## config.mk

```make
export PLATFORM = sky130hd
export DESIGN_NAME = quote_aware_section_splitter
export DESIGN_NICKNAME = d
export VERILOG_FILES = /design/src/qass_pkg.sv /design/src/qass_cell.sv /design/src/qass_out_fifo.sv /design/src/quote_aware_section_splitter.sv
export SDC_FILE = /design/constraint.sdc
export NUM_CORES = 1
export LEC_CHECK = 0
export BUFFER_PORTS_ARGS = -buffer_cell sky130_fd_sc_hd__buf_2
export CORE_MARGIN = 4
export CORE_UTILIZATION = 60
export CTS_BUF_LIST = sky130_fd_sc_hd__clkbuf_8 sky130_fd_sc_hd__clkbuf_16
export DETAILED_ROUTE_END_ITERATION = 12
export GPL_ROUTABILITY_DRIVEN = 0
export PLACE_DENSITY_LB_ADDON = 0.08
export SLEW_MARGIN = 20
export SYNTH_ARGS = -nofsm -noshare
export SYNTH_HDL_FRONTEND = slang
export SYNTH_HIERARCHICAL = 1
export SYNTH_SLANG_ARGS = --single-unit
```

## constraint.sdc

```tcl
create_clock -name clk -period 15.59 [get_ports clk]
set_input_delay 3.8975 -clock clk [delete_from_list [all_inputs] [get_ports clk]]
set_output_delay 3.8975 -clock clk [all_outputs]
set_load 0.02 [all_outputs]
```

## src/qass_pkg.sv

```systemverilog
// types and constants of the quote-aware section splitter
// used by the output buffer, the top level and the checker
package qass_pkg;

  typedef enum logic [1:0] {
    KIND_CHAR,
    KIND_SECTION,
    KIND_END
  } kind_t;

  typedef enum logic [1:0] {
    Q_NONE,
    Q_SINGLE,
    Q_DOUBLE
  } quote_t;

  typedef enum logic [1:0] {
    ST_IDLE,
    ST_DRAIN,
    ST_FLUSH
  } state_t;

  typedef struct packed {
    kind_t      kind;
    logic [7:0] data;
    logic       closed;
    logic       last;
  } result_t;

  localparam logic [7:0] CHAR_SQUOTE = 8'h27;
  localparam logic [7:0] CHAR_DQUOTE = 8'h22;

  localparam logic REG_SPLIT_BYTES = 1'b0;
  localparam logic REG_SPLIT_LEN   = 1'b1;

  localparam logic [63:0] SPLIT_BYTES_RESET = 64'd11565;
  localparam logic [3:0]  SPLIT_LEN_RESET   = 4'd2;

endpackage

```

## src/qass_cell.sv

```systemverilog
// one look-ahead cell: holds one window byte, compares it with its splitter byte
// and takes the byte shifted down from a later cell; depends on nothing but itself
module qass_cell #(
  parameter int N   = 8,
  parameter int IDX = 0
) (
  input  logic                          clk,
  input  logic                          load,
  input  logic [7:0]                    load_byte,
  input  logic [$clog2(N+1)-1:0]        fill_old,
  input  logic [$clog2(N+1)-1:0]        fill_pre,
  input  logic [$clog2(N+1)-1:0]        len,
  input  logic [7:0]                    spl_byte,
  input  logic                          match_in,
  input  logic                          shift_en,
  input  logic [$clog2(N+1)-1:0]        shamt,
  input  logic [N-1:0][7:0]             pre_all,
  output logic [7:0]                    pre_byte,
  output logic                          match_out
);

  localparam int FILL_W = $clog2(N+1);
  localparam int IDX_W  = (N > 1) ? $clog2(N) : 1;
  localparam logic [FILL_W-1:0] MY_IDX = FILL_W'(IDX);

  logic [7:0]      held;
  logic            loaded;
  logic            hit;
  logic [FILL_W:0] src;
  logic [7:0]      shifted;

  always_comb begin
    loaded    = load && (fill_old == MY_IDX);
    pre_byte  = loaded ? load_byte : held;
    // positions past the splitter length always agree
    hit       = (MY_IDX >= len) || ((MY_IDX < fill_pre) && (pre_byte == spl_byte));
    match_out = match_in && hit;
    src       = {1'b0, MY_IDX} + {1'b0, shamt};
    shifted   = (src < (FILL_W+1)'(N)) ? pre_all[src[IDX_W-1:0]] : pre_byte;
  end

  always_ff @(posedge clk) begin
    held <= shift_en ? shifted : pre_byte;
  end

endmodule

```

## src/qass_out_fifo.sv

```systemverilog
// two-entry result buffer between the splitter core and the output channel
// depends on qass_pkg for the result type
module qass_out_fifo (
  input  logic             clk,
  input  logic             rst,
  input  logic             push,
  input  qass_pkg::result_t push_item,
  output logic             room,
  output logic             out_valid,
  input  logic             out_ready,
  output qass_pkg::result_t head
);

  logic [1:0]        count;
  logic [1:0]        count_next;
  qass_pkg::result_t slot1;
  logic              pop;

  assign pop       = out_valid && out_ready;
  assign out_valid = (count != 2'd0);
  assign room      = (count != 2'd2);

  always_comb begin
    count_next = count;
    if (push && !pop) begin
      count_next = count + 2'd1;
    end else if (pop && !push) begin
      count_next = count - 2'd1;
    end
  end

  always_ff @(posedge clk) begin
    if (rst) begin
      count <= 2'd0;
    end else begin
      count <= count_next;
    end
  end

  always_ff @(posedge clk) begin
    if (push && !pop) begin
      if (count == 2'd0) begin
        head <= push_item;
      end else begin
        slot1 <= push_item;
      end
    end else if (pop && !push) begin
      head <= slot1;
    end else if (push && pop) begin
      if (count == 2'd1) begin
        head <= push_item;
      end else begin
        head  <= slot1;
        slot1 <= push_item;
      end
    end
  end

endmodule

```

## src/quote_aware_section_splitter.sv

```systemverilog
// Quote-aware section splitter, top level.
// Input channel (in_valid/in_ready) carries one command line byte per transfer with
// byte_present and end_of_line; the output channel (out_valid/out_ready) carries one
// result per transfer: a section character, a new-section mark or the end-of-line
// result with quotes_closed. last_result marks the final result of an input item.
// The splitter string and its length are set over the APB port: splitter_bytes at
// address 0, splitter_length at address 8; change them only between items.
// A row of SPLIT_MAX cells holds the look-ahead window; the whole window compares
// against the splitter in the cycle a byte arrives, and a match outside quotes drops
// all of its bytes at once.
// Each transfer's first result is registered into the output buffer.
// An item with at most one result keeps in_ready high, so a byte per cycle flows
// while the buffer has room; an item with more results (up to SPLIT_MAX+1 on end of
// line) holds in_ready low, one result per cycle from the single decision step
// while room lasts. A two-entry output buffer keeps input transfers going while one
// result waits; when the receiver stalls and both entries are full, in_ready drops.
// Reset clears the window count, quote state and buffer and loads the default
// splitter (two bytes, "-" "-"); window bytes are not cleared.
module quote_aware_section_splitter #(
  parameter int SPLIT_MAX = 8
) (
  input  logic        clk,
  input  logic        rst,
  input  logic        psel,
  input  logic        penable,
  input  logic        pwrite,
  input  logic [3:0]  paddr,
  input  logic [63:0] pwdata,
  output logic [63:0] prdata,
  output logic        pready,
  input  logic        in_valid,
  output logic        in_ready,
  input  logic [7:0]  data_byte,
  input  logic        byte_present,
  input  logic        end_of_line,
  output logic        out_valid,
  input  logic        out_ready,
  output logic [1:0]  result_kind,
  output logic [7:0]  out_byte,
  output logic        quotes_closed,
  output logic        last_result
);

  localparam int FILL_W = $clog2(SPLIT_MAX+1);

  // configuration registers
  logic [63:0] splitter_bytes;
  logic [3:0]  splitter_length;
  logic        cfg_wr;

  assign pready = 1'b1;
  assign cfg_wr = psel && penable && pwrite && pready;

  always_ff @(posedge clk) begin
    if (rst) begin
      splitter_bytes  <= qass_pkg::SPLIT_BYTES_RESET;
      splitter_length <= qass_pkg::SPLIT_LEN_RESET;
    end else if (cfg_wr) begin
      if (paddr[3] == qass_pkg::REG_SPLIT_BYTES) begin
        splitter_bytes <= pwdata;
      end else begin
        splitter_length <= pwdata[3:0];
      end
    end
  end

  always_comb begin
    if (paddr[3] == qass_pkg::REG_SPLIT_LEN) begin
      prdata = {60'd0, splitter_length};
    end else begin
      prdata = splitter_bytes;
    end
  end

  // length clamped to 1..SPLIT_MAX
  logic [3:0]        len_c;
  logic [FILL_W-1:0] eff_len;

  always_comb begin
    if (splitter_length == 4'd0) begin
      len_c = 4'd1;
    end else if (splitter_length > 4'(SPLIT_MAX)) begin
      len_c = 4'(SPLIT_MAX);
    end else begin
      len_c = splitter_length;
    end
    eff_len = FILL_W'(len_c);
  end

  // control state
  qass_pkg::state_t  state;
  qass_pkg::state_t  state_next;
  qass_pkg::quote_t  quote;
  qass_pkg::quote_t  quote_next;
  logic [FILL_W-1:0] fill;
  logic [FILL_W-1:0] fill_next;

  logic                      room;
  logic                      accept;
  logic                      go;
  logic                      appended;
  logic [FILL_W-1:0]         fill_pre;
  logic                      flush;
  logic                      process;
  logic                      more;
  logic [FILL_W-1:0]         shamt;
  logic [SPLIT_MAX-1:0][7:0] pre_all;
  logic [SPLIT_MAX:0]        match_c;
  logic                      push;
  qass_pkg::result_t         res;
  qass_pkg::result_t         head;

  assign in_ready = room && (state == qass_pkg::ST_IDLE);
  assign accept   = in_valid && in_ready;
  assign match_c[0] = 1'b1;

  genvar gi;
  generate
    for (gi = 0; gi < SPLIT_MAX; gi++) begin : g_cell
      qass_cell #(
        .N   (SPLIT_MAX),
        .IDX (gi)
      ) u_cell (
        .clk       (clk),
        .load      (appended),
        .load_byte (data_byte),
        .fill_old  (fill),
        .fill_pre  (fill_pre),
        .len       (eff_len),
        .spl_byte  (splitter_bytes[8*gi +: 8]),
        .match_in  (match_c[gi]),
        .shift_en  (process),
        .shamt     (shamt),
        .pre_all   (pre_all),
        .pre_byte  (pre_all[gi]),
        .match_out (match_c[gi+1])
      );
    end
  endgenerate

  always_comb begin
    go         = accept || ((state != qass_pkg::ST_IDLE) && room);
    appended   = accept && byte_present && (fill < FILL_W'(SPLIT_MAX));
    fill_pre   = fill + FILL_W'(appended);
    flush      = (state == qass_pkg::ST_FLUSH) || (accept && end_of_line);
    process    = go && (fill_pre != '0) && ((fill_pre >= eff_len) || flush);
    shamt      = FILL_W'(1);
    more       = 1'b0;
    push       = 1'b0;
    res.kind   = qass_pkg::KIND_CHAR;
    res.data   = 8'd0;
    res.closed = 1'b0;
    res.last   = 1'b0;
    quote_next = quote;
    fill_next  = fill;
    state_next = state;
    if (process) begin
      push     = 1'b1;
      res.data = pre_all[0];
      case (pre_all[0])
        qass_pkg::CHAR_SQUOTE: begin
          if (quote == qass_pkg::Q_NONE) begin
            quote_next = qass_pkg::Q_SINGLE;
          end else if (quote == qass_pkg::Q_SINGLE) begin
            quote_next = qass_pkg::Q_NONE;
          end
        end
        qass_pkg::CHAR_DQUOTE: begin
          if (quote == qass_pkg::Q_NONE) begin
            quote_next = qass_pkg::Q_DOUBLE;
          end else if (quote == qass_pkg::Q_DOUBLE) begin
            quote_next = qass_pkg::Q_NONE;
          end
        end
        default: begin
          // whole splitter held in the window: drop it in one shift
          if ((quote == qass_pkg::Q_NONE) && match_c[SPLIT_MAX]) begin
            res.kind = qass_pkg::KIND_SECTION;
            res.data = 8'd0;
            shamt    = eff_len;
          end
        end
      endcase
      fill_next = fill_pre - shamt;
      more      = flush || ((fill_next != '0) && (fill_next >= eff_len));
      res.last  = !more;
      if (!more) begin
        state_next = qass_pkg::ST_IDLE;
      end else if (flush) begin
        state_next = qass_pkg::ST_FLUSH;
      end else begin
        state_next = qass_pkg::ST_DRAIN;
      end
    end else if (go && flush) begin
      push       = 1'b1;
      res.kind   = qass_pkg::KIND_END;
      res.closed = (quote == qass_pkg::Q_NONE);
      res.last   = 1'b1;
      fill_next  = '0;
      quote_next = qass_pkg::Q_NONE;
      state_next = qass_pkg::ST_IDLE;
    end else if (go) begin
      fill_next  = fill_pre;
      state_next = qass_pkg::ST_IDLE;
    end
  end

  always_ff @(posedge clk) begin
    if (rst) begin
      state <= qass_pkg::ST_IDLE;
      quote <= qass_pkg::Q_NONE;
      fill  <= '0;
    end else begin
      state <= state_next;
      quote <= quote_next;
      fill  <= fill_next;
    end
  end

  qass_out_fifo u_out (
    .clk       (clk),
    .rst       (rst),
    .push      (push),
    .push_item (res),
    .room      (room),
    .out_valid (out_valid),
    .out_ready (out_ready),
    .head      (head)
  );

  assign result_kind   = head.kind;
  assign out_byte      = head.data;
  assign quotes_closed = head.closed;
  assign last_result   = head.last;

endmodule

```

# Yosys cells after proc, flatten, opt, wreduce, memory -nomap -nowiden
# Cells that the tools add are included.
[classes]
n_addsub = 11
muxes = 84
bitwise = 1
order_cmp = 36
n_reduce_logical = 75
n_eq_ne = 29
[op_table]
columns = ["cell", "n"]
rows = [
  ["2-to-1 mux 8 bit", 33],
  ["binary-select mux 8 bit (select 3 bit)", 8],
  ["2-to-1 mux 12 bit", 10],
  ["equality test 8 bit", 8],
  ["2-to-1 mux 64 bit", 1],
  ["logical AND 1 bit", 40],
  ["2-to-1 mux 4 bit", 9],
  ["less-than comparator 5 x 4 -> 1 bit (second input constant)", 7],
  ["less-than comparator 3 x 4 -> 1 bit (second input constant)", 8],
  ["2-to-1 mux 2 bit", 16],
  ["adder 3 x 4 -> 5 bit (first input constant)", 4],
  ["2-to-1 mux 9 bit", 2],
  ["equality test 4 x 3 -> 1 bit (second input constant)", 4],
  ["equality test 8 x 6 -> 1 bit (second input constant)", 2],
  [">= comparator 3 x 4 -> 1 bit (first input constant)", 4],
  ["less-than comparator 3 x 4 -> 1 bit (first input constant)", 4],
  ["logical OR 1 bit", 12],
  ["adder 2 x 4 -> 5 bit (first input constant)", 2],
  ["nonzero test 2 bit", 5],
  ["equality test 4 x 2 -> 1 bit (second input constant)", 2],
  [">= comparator 1 x 4 -> 1 bit (first input constant)", 2],
  [">= comparator 2 x 4 -> 1 bit (first input constant)", 2],
  [">= comparator 4 bit", 2],
  ["logical NOT 4 bit", 2],
  ["26 further kinds", 47],
]
[word_totals]
regBits = 166
word_cells = 258
output_inout_bits = 79
inputBits = 85

# Logic depth before layout (Yosys ltp)
# Gate-level depths: netlist of the first run.
[depth]
word_depth = 31
depth_mapped = 54
mapped_depth_nobuf = 54

# Modules after synthesis
# The synthesis of the first run kept the hierarchy.
[modules_own_cells]
columns = ["mod", "area_each_um2", "cells_each", "instances", "seq_area_each_um2"]
rows = [
  ["quote_aware_section_splitter", 3907.5, 510, 1, 1521.5],
  ["qass_out_fifo", 1338.8, 120, 1, 760.7],
  ["qass_cell at g_cell[5].u_cell", 1192.4, 109, 1, 160.2],
  ["qass_cell at g_cell[3].u_cell", 1189.9, 107, 1, 160.2],
  ["qass_cell at g_cell[6].u_cell", 1163.6, 101, 1, 160.2],
  ["qass_cell at g_cell[1].u_cell", 1152.4, 93, 1, 160.2],
  ["qass_cell at g_cell[7].u_cell", 1131.1, 96, 1, 160.2],
  ["qass_cell at g_cell[2].u_cell", 1089.8, 117, 1, 160.2],
  ["qass_cell at g_cell[0].u_cell", 1044.8, 95, 1, 160.2],
  ["qass_cell at g_cell[4].u_cell", 819.5, 79, 1, 160.2],
]

# Least setup slack after synthesis of the first run
# No wires, ideal clock.
[synth_path]
path_type = "input -> register"
startpoint = "input byte_present"
endpoint = "register g_cell[6].u_cell.held[2]"
t_arrival_ns = 13.691
cell_stages = 45
path_slack_ns = 1.778
setup_time_ns = 0.121
t_required_ns = 15.469
path_buffers = 3
path_cell_list = "nand2_1 > nor4_1 > ha_1 > ha_1 > xor2_1 > o41ai_1 > a221oi_2 > a22o_1 > o31ai_1 > a311oi_1 > a31o_2 > nand2_1 > a31o_2 > a2111o_1 > o21ai_2 > o221ai_1 > a21oi_1 > o211ai_1 > [9 not listed] > o41ai_1 > nand2_1 > a221oi_1 > nand4_1 > mux2_2 > o22ai_1 > or3b_1 > a31oi_4 > nand2_1 > nor2_1 > clkbuf_1 > buf_2 > inv_1 > ha_1 > nor2b_1 > o21ai_0 > buf_2 > mux2_2"
[synth_via]
word_cells_on_any_way = 77
cone_classes = "2 x add/sub; 10 x order compare; 10 x eq/ne; 16 x mux; 39 x reduce/logical"
[synth_rtl]
columns = ["element", "line_no", "source"]
rows = [
  ["start: declaration", "quote_aware_section_splitter.sv:34", "input logic byte_present,"],
  ["logical AND 1 bit (*) (2 in series)", "quote_aware_section_splitter.sv:143", "appended = accept && byte_present && (fill < FILL_W'(SPLIT_MAX));"],
  ["named net appended", "quote_aware_section_splitter.sv:101", "logic appended;"],
  ["adder 4 x 1 -> 4 bit (*)", "quote_aware_section_splitter.sv:144", "fill_pre = fill + FILL_W'(appended);"],
  ["named net fill_pre[2]", "quote_aware_section_splitter.sv:102", "logic [FILL_W-1:0] fill_pre;"],
  ["less-than comparator 1 x 4 -> 1 bit (*)", "qass_cell.sv:36", "hit = (MY_IDX >= len) || ((MY_IDX < fill_pre) && (pre_byte == spl_byte));"],
  ["logical AND 1 bit (*)", "qass_cell.sv:36", ""],
  ["logical OR 1 bit (*)", "qass_cell.sv:36", ""],
  ["named net match_c[1]", "quote_aware_section_splitter.sv:108", "logic [SPLIT_MAX:0] match_c;"],
  ["[1 not listed]", "n/a", ""],
  ["named net match_c[2]", "quote_aware_section_splitter.sv:108", ""],
  ["[1 not listed]", "n/a", ""],
  ["named net match_c[3]", "quote_aware_section_splitter.sv:108", ""],
  ["[1 not listed]", "n/a", ""],
  ["named net match_c[4]", "quote_aware_section_splitter.sv:108", ""],
  ["[1 not listed]", "n/a", ""],
  ["named net match_c[5]", "quote_aware_section_splitter.sv:108", ""],
  ["[1 not listed]", "n/a", ""],
  ["named net match_c[6]", "quote_aware_section_splitter.sv:108", ""],
  ["[1 not listed]", "n/a", ""],
  ["named net match_c[7]", "quote_aware_section_splitter.sv:108", ""],
  ["[1 not listed]", "n/a", ""],
  ["named net match_c[8]", "quote_aware_section_splitter.sv:108", ""],
  ["[2 not listed]", "n/a", ""],
  ["2-to-1 mux 4 bit (*)", "quote_aware_section_splitter.sv:160", "case (pre_all[0])"],
  ["2-to-1 mux 4 bit (*) (2 in series)", "quote_aware_section_splitter.sv:157", "if (process) begin"],
  ["named net shamt[1]", "quote_aware_section_splitter.sv:106", "logic [FILL_W-1:0] shamt;"],
  ["adder 3 x 4 -> 5 bit (*)", "qass_cell.sv:38", "src = {1'b0, MY_IDX} + {1'b0, shamt};"],
  ["binary-select mux 8 bit (select 3 bit)", "qass_cell.sv:39", "shifted = (src < (FILL_W+1)'(N)) ? pre_all[src[IDX_W-1:0]] : pre_byte;"],
  ["2-to-1 mux 8 bit (not written as such)", "qass_cell.sv:39", ""],
  ["2-to-1 mux 8 bit (*)", "qass_cell.sv:39", ""],
  ["2-to-1 mux 8 bit (*)", "qass_cell.sv:43", "held <= shift_en ? shifted : pre_byte;"],
  ["end signal: assignment", "qass_cell.sv:43", ""],
  ["end: declaration", "qass_cell.sv:26", "logic [7:0] held;"],
]
# The timed path passes the listed nets; every way through them passes the cells marked *. The select of a mux whose other input is x is not followed.
# A chain may end at the register's enable or synchronous reset.

==> metrics.csv, run 1 <==
metric,value,unit
cts-hold-fix-buffers,0,
fmax,70.2,MHz
path_max_fanout,13,
cp.required,15860,ps
hold_end,splitter_bytes[16],
period_share,0.914,
synthMuxAreaShare,0.316,
drc,0,
nNetsFinal,1654,
crit_slowest_cell,ha_1,
syn_inst,1427,
synth_area_leaders,"dfxtp_1 (20%), mux4_1 (11%), mux4_2 (9.6%), mux2_2 (6.9%), nand2_1 (5.5%)",
rsz0062_at_grt,false,
cp_slowest_stage_delay,650,ps
async_flop_share,0,
clockBufferDepth,2,
grt_max_degree,68,
grt_use_total,0.315,
rr_worst_depth,54,
crit_arrival,14520,ps
yosysUniqueCellTypes,100,
gr-total-overflow,0,
ant_nets,0,
core_area,22800,um2
layout_common_cells,"nand2_1 (206), buf_2 (159), dfxtp_1 (142)",
cts_setup_buffers,0,
io_pins,164,
synth_edf_count,24,
io_buffers,159,
tightestPinTransition,925,ps
cts_max_level,4,
synth_xor_area_frac,0.0466,
routed-via-count,12208,
cp_common_cell,nand2_1,
ys_warn_count,6,
ctsResizeCount,0,
synth_fa_ha_area_frac,0.0219,
synth_flop_cell,dfxtp_1,
yosysTopAreaCellShare,0.203,
crit_family,compound AO/OA/AOI/OAI gates,
ys_seq_area_frac,0.254,
cp.buffers_inverters,3,
cts_buffers,17,
cp-end-kind,register,
worstHoldStart,splitter_bytes[16],
r2r_slack,4010,ps
yosysTopAreaCell,dfxtp_1,
grt_pass1_wl,64.4,mm
timing.rr.end,u_out/head[0],
drive_gt1_frac,0.263,
r2r-start,u_out/count[0],
cp-start-kind,input pin,
synth_compound_area_frac,0.129,
syn_area_per_cell,9.83,um2
start_util,0.614,
path_clk_slew,70,ps
finalClockSkew,19.4,ps
peakVddDrop,0.0792,mV
rows,55,
tns,0,ps
cts_tree,built,
hold_violations,0,
first_pass_iters,5,
finalSetupViolations,0,
crit_type,input pin to register,
drv_cap,0,
cp.depth,52,
slew_viol_final,0,
antenna_found_initial,0,
dp_hpwl,31.0,mm
synth-simple-area-share,0.170,
slew_headroom,0.377,
synth_top_family_by_area,multiplexers,
ys_ff_latch,166,
clockRootBuffer,clkbuf_16,
die_x,161,um
power_density,163,nW/um2
final_common_cell,nand2_1,
hold_path_class,register to register,
insertion_delay,440,ps
wl,42.2,mm
tritoncts_num_sinks,166,
syn2layout_area_growth,10.1,%
vias_per_cell,6.52,
grt_pass1_vias,11361,
drt_iter0_drc,1353,
wl_per_cell,22.5,um
fin_crit,14250,ps
synth_area,14000,um2
dieArea,25900,um2
status,finished clean,
p_leak,6.41,nW
whs_path_depth,2,
die_h,161,um
total_power,0.00252,W
-- tightest hold or removal path, stage by stage (launching register included) --
cell     delay, ps
dfxtp_1        320
nand2_1         50
a21oi_1         50
-- power breakdown --
group	internal [W]	switching [W]
Clock	0.000221	0.000189
Sequential	0.000577	0.0000994
Combinational	0.000634	0.000801
-- cell families (layout without fill, tap and decap cells) --
kind of cell,after synthesis,after routing
xor gates and xnor gates,73,73
adders and majority gates,24,24
other,1,5
buffers and inverters,170,299
DFF,166,166
AOI/OAI and AO/OA,269,269
muxes,258,258
and+or+nand+nor,466,466
-- per-stage QoR --
| step | hold slack [ps] | util | cells | area, um2 | worst slack [ps] |
|---|---|---|---|---|---|
| 6_report | 467 | 0.676 | 1873 | 15500 | 1340 |
| 5_1_grt | 493 | 0.676 | 1871 | 15400 | 759 |
| 4_1_cts | 467 | 0.676 | 1871 | 15400 | 1530 |
| 3_5_place_dp | 458 | 0.652 | 1839 | 14900 | 1140 |
| 3_3_place_gp | 460 | 0.652 | 1839 | 14900 | 1350 |
| 2_1_floorplan | 445 | - | 1429 | 14000 | 1780 |
-- cell usage after synthesis (all sizes together) (14+ instances only) --
cell type and count:
ha 23, buf 45, xnor2 38, o22ai 16, nor3 14, a211oi 17
nand2 208, o21ai 39, nand3 25, mux2 87, o211ai 17, inv 81
nor2b 89, xor2 35, clkbuf 44, mux2i 51, and2 14, nor2 42
edfxtp 24, a21oi 102, dfxtp 142, mux4 120
-- routing by layer --
metal / vias to the layer above / GRT usage / routed length (um)
li1: 5542 / - / -
met5: - / 0 / 0
met4: 0 / 0.108 / 1270
met2: 657 / 0.503 / 19700
met1: 5911 / 0.419 / 17000
met3: 98 / 0.0813 / 4220
-- how the worst max path moves through the flow --
stage                               endpoint  slack [ps]    startpoint
floorplan           g_cell[6].u_cell/held[2]        1780  byte_present
global placement               u_out/head[0]        1350      in_valid
detailed placement             u_out/head[0]        1140      in_valid
CTS                            u_out/head[0]        1530      in_valid
global route                   u_out/head[0]         760      in_valid
finish                         u_out/head[0]        1340      in_valid
-- sequential cells by signal, summed over array words and instances (netlist names) --
register and flops:
fill 4, splitter_length 4, splitter_bytes 64, u_out/head 12
u_out/count 2, u_out/slot1 12, quote 2, state 2
g_cell.u_cell/held 64
-- area by class of cell --
class                      count  area (um2)
antenna                        2        5.00
tap                          313         392
clock inverter                15         129
sequential                   166        3560
multi-input combinational   1093        9640
timing repair buffer         186         998
fill                        1883        7390
clock buffer                  17         425
inverter                      81         304
No activity file was read; power rests on OpenSTA's default activity.
==> inputs of run 2 (changes only) <==
--- a/config.mk
+++ b/config.mk
@@ -12,6 +12,7 @@
 export DETAILED_ROUTE_END_ITERATION = 12
 export GPL_ROUTABILITY_DRIVEN = 0
 export PLACE_DENSITY_LB_ADDON = 0.08
+export RECOVER_POWER = 50
 export SLEW_MARGIN = 20
 export SYNTH_ARGS = -nofsm -noshare
 export SYNTH_HDL_FRONTEND = slang
==> run 2 against run 1 <==
  * The run now ends with capacitance limit, slew limit left
  * Register-to-register slack worse by 330 ps
  * Fmax fell by 2.2%
  * Sequential share of layout area grew 0.12 points
  * Power down 0.60%
  * Global-route usage did not move
  * Clock power barely moved
  * Hold slack improved by 2.2 ps
  * Core utilization down 0.36 points
  * Critical endpoint unchanged
==> metrics.csv, run 2 (same netlist as run 1, synthesis figures left out) <==
metric,value,unit,change
ctsResizeCount,0,,unchanged
setup_slack,1020,ps,-323 ps
gr-total-overflow,0,,unchanged
cp_common_cell,nand2_1,,
rows,55,,unchanged
worstHoldStart,splitter_bytes[16],,
core_area,22800,um2,unchanged
clockBufferDepth,2,,unchanged
slew_headroom,-0.956,,-1.33
rsz0062_at_grt,false,,
finalSetupViolations,0,,unchanged
cp-start-kind,input pin,,
fillers,1908,,+1.3%
crit_type,input pin to register,,
cp-end-kind,register,,
dr_wl_met2,19.7,mm,about the same
tritoncts_num_sinks,166,,unchanged
fin_area,15400,um2,-0.53%
cp.required,15860,ps,about the same
peakVddDrop,0.0804,mV,+1.5%
p_sw_frac,0.434,,+0.00193
fin_crit,14570,ps,+323 ps
dp_slack,1140,ps,unchanged
grt_max_degree,68,,unchanged
crit_start,in_valid,,
dp_hpwl,31.0,mm,unchanged
post_dp_cell_area,14900,um2,unchanged
drt_iter0_drc,1402,,+3.6%
dieArea,25900,um2,unchanged
io_buffers,159,,unchanged
crit_arrival,14850,ps,+330 ps
cts_tree,built,,
layout_common_cells,"nand2_1 (207), dfxtp_1 (142), buf_2 (125)",,
timing.rr.end,u_out/head[0],,
path_clk_slew,70,ps,about the same
pwr-share-comb,0.566,,-0.003
cts_max_level,4,,unchanged
routed-via-count,12216,,+0.066%
reg_top3,"g_cell.u_cell/held: 64 flops, splitter_bytes: 64 flops",,
r2r_slack,3680,ps,-330 ps
route.met3.wl,4.44,mm,+5.0%
final_common_cell,nand2_1,,
postLayoutCoreUtil,0.673,,-0.00356
syn2layout_area_growth,9.56,%,
cts-hold-fix-buffers,0,,unchanged
grt_pass1_wl,64.4,mm,unchanged
nNetsFinal,1654,,unchanged
tns,0,ps,unchanged
p_leak,6.27,nW,-2.1%
cts_buffers,17,,unchanged
violations,"capacitance limit, slew limit",,
drv_cap,2,,+2
grt_use_total,0.315,,unchanged
internal_power,0.00142,W,-0.93%
io_pins,164,,unchanged
top_layer_used,met4,,
cp_slowest_stage_delay,530,ps,-120 ps
slew_viol_final,107,,+107
wl,42.2,mm,about the same
hold_violations,0,,unchanged
cts_setup_buffers,0,,unchanged
p_sw,0.00109,W,-0.15%
seq_power_share,0.270,,+0.002
drive_gt1_frac,0.237,,-0.0257
power_density,163,nW/um2,about the same
antenna_found_initial,0,,unchanged
ant_nets,0,,unchanged
clockPowerShare,0.164,,+0.002
start_util,0.614,,unchanged
tightestPinTransition,2930,ps,+2010 ps
period_share,0.935,,+0.0207
path_max_fanout,13,,unchanged
first_pass_iters,5,,unchanged
insertion_delay,440,ps,about the same
hold_path_class,register to register,,
die_x,161,um,unchanged
drc,0,,unchanged
vias_per_cell,6.52,,about the same
die_h,161,um,unchanged
grt_pass1_vias,11361,,unchanged
finalClockSkew,19.7,ps,+0.365 ps
crit_slowest_cell,clkbuf_1,,
critPathCapture,u_out/head[0],,
status,"complete, but fails checks",,
rr_worst_depth,54,,unchanged
drt-met1-wl,16.8,mm,-1.3%
clockRootBuffer,clkbuf_16,,
r2r-start,u_out/count[0],,
fmax,68.6,MHz,-2.2%
wl_per_cell,22.5,um,about the same
[run 2: changes by cell type in the layout (fill, tap and decap cells not counted), moves of 2 or more]
| cell | change |
|---|---|
| clkbuf_1 | +37 |
| buf_2 | -34 |
| buf_4 | -3 |
| a2111oi_0 | +2 |
[run 2: cell type report]
cell class              count  area, um2  area share
repair buffers            186        945      0.0615
clock inverters            15        129     0.00838
well taps                 313        392      0.0255
clock buffers              17        425      0.0277
diodes                      2       5.00    0.000326
multi-input cells        1093       9610       0.625
flip-flops and latches    166       3560       0.232
inverters                  81        304      0.0198
[run 2: worst min path at each step]
stage / cells past startpoint / endpoint
floorplan: 2 / splitter_bytes[16]
global route: 2 / splitter_bytes[16]
CTS: 2 / splitter_bytes[16]
detailed placement: 2 / splitter_bytes[16]
global placement: 2 / splitter_bytes[16]
finish: 2 / splitter_bytes[16]
[run 2: through the flow]
step | std cells | power [W] | hold WS (ps)
finish | 1873 | 0.00251 | 469
detailed placement | 1839 | 0.00207 | 458
global route | 1871 | 0.00263 | 493
CTS | 1871 | 0.00249 | 467
global placement | 1839 | 0.00204 | 460
floorplan | 1429 | 0.00170 | 445
[run 2: per-layer routing]
metal	global-route usage	up-vias
li1	-	5547
met1	0.419	5903
met2	0.503	668
met3	0.0813	98
met4	0.108	0
met5	0	-
[run 2: power groups by stage]
stage / sequential [W] / clock [W] / combinational, W
floorplan: 0.000665 / 0 / 0.00103
global placement: 0.000677 / 0 / 0.00136
detailed placement: 0.000680 / 0 / 0.00139
CTS: 0.000671 / 0.000417 / 0.00140
global route: 0.000687 / 0.000432 / 0.00151
finish: 0.000678 / 0.000410 / 0.00142
[run 2: critical path: cells and delay by family]
kind	cells	cell delay, ps
AO/OA/AOI/OAI	26	5620
AND/OR/NAND/NOR	16	2400
adder cells (fa/ha/maj)	4	1320
buffers and inverters	3	850
XOR/XNOR	2	420
multiplexers	1	300
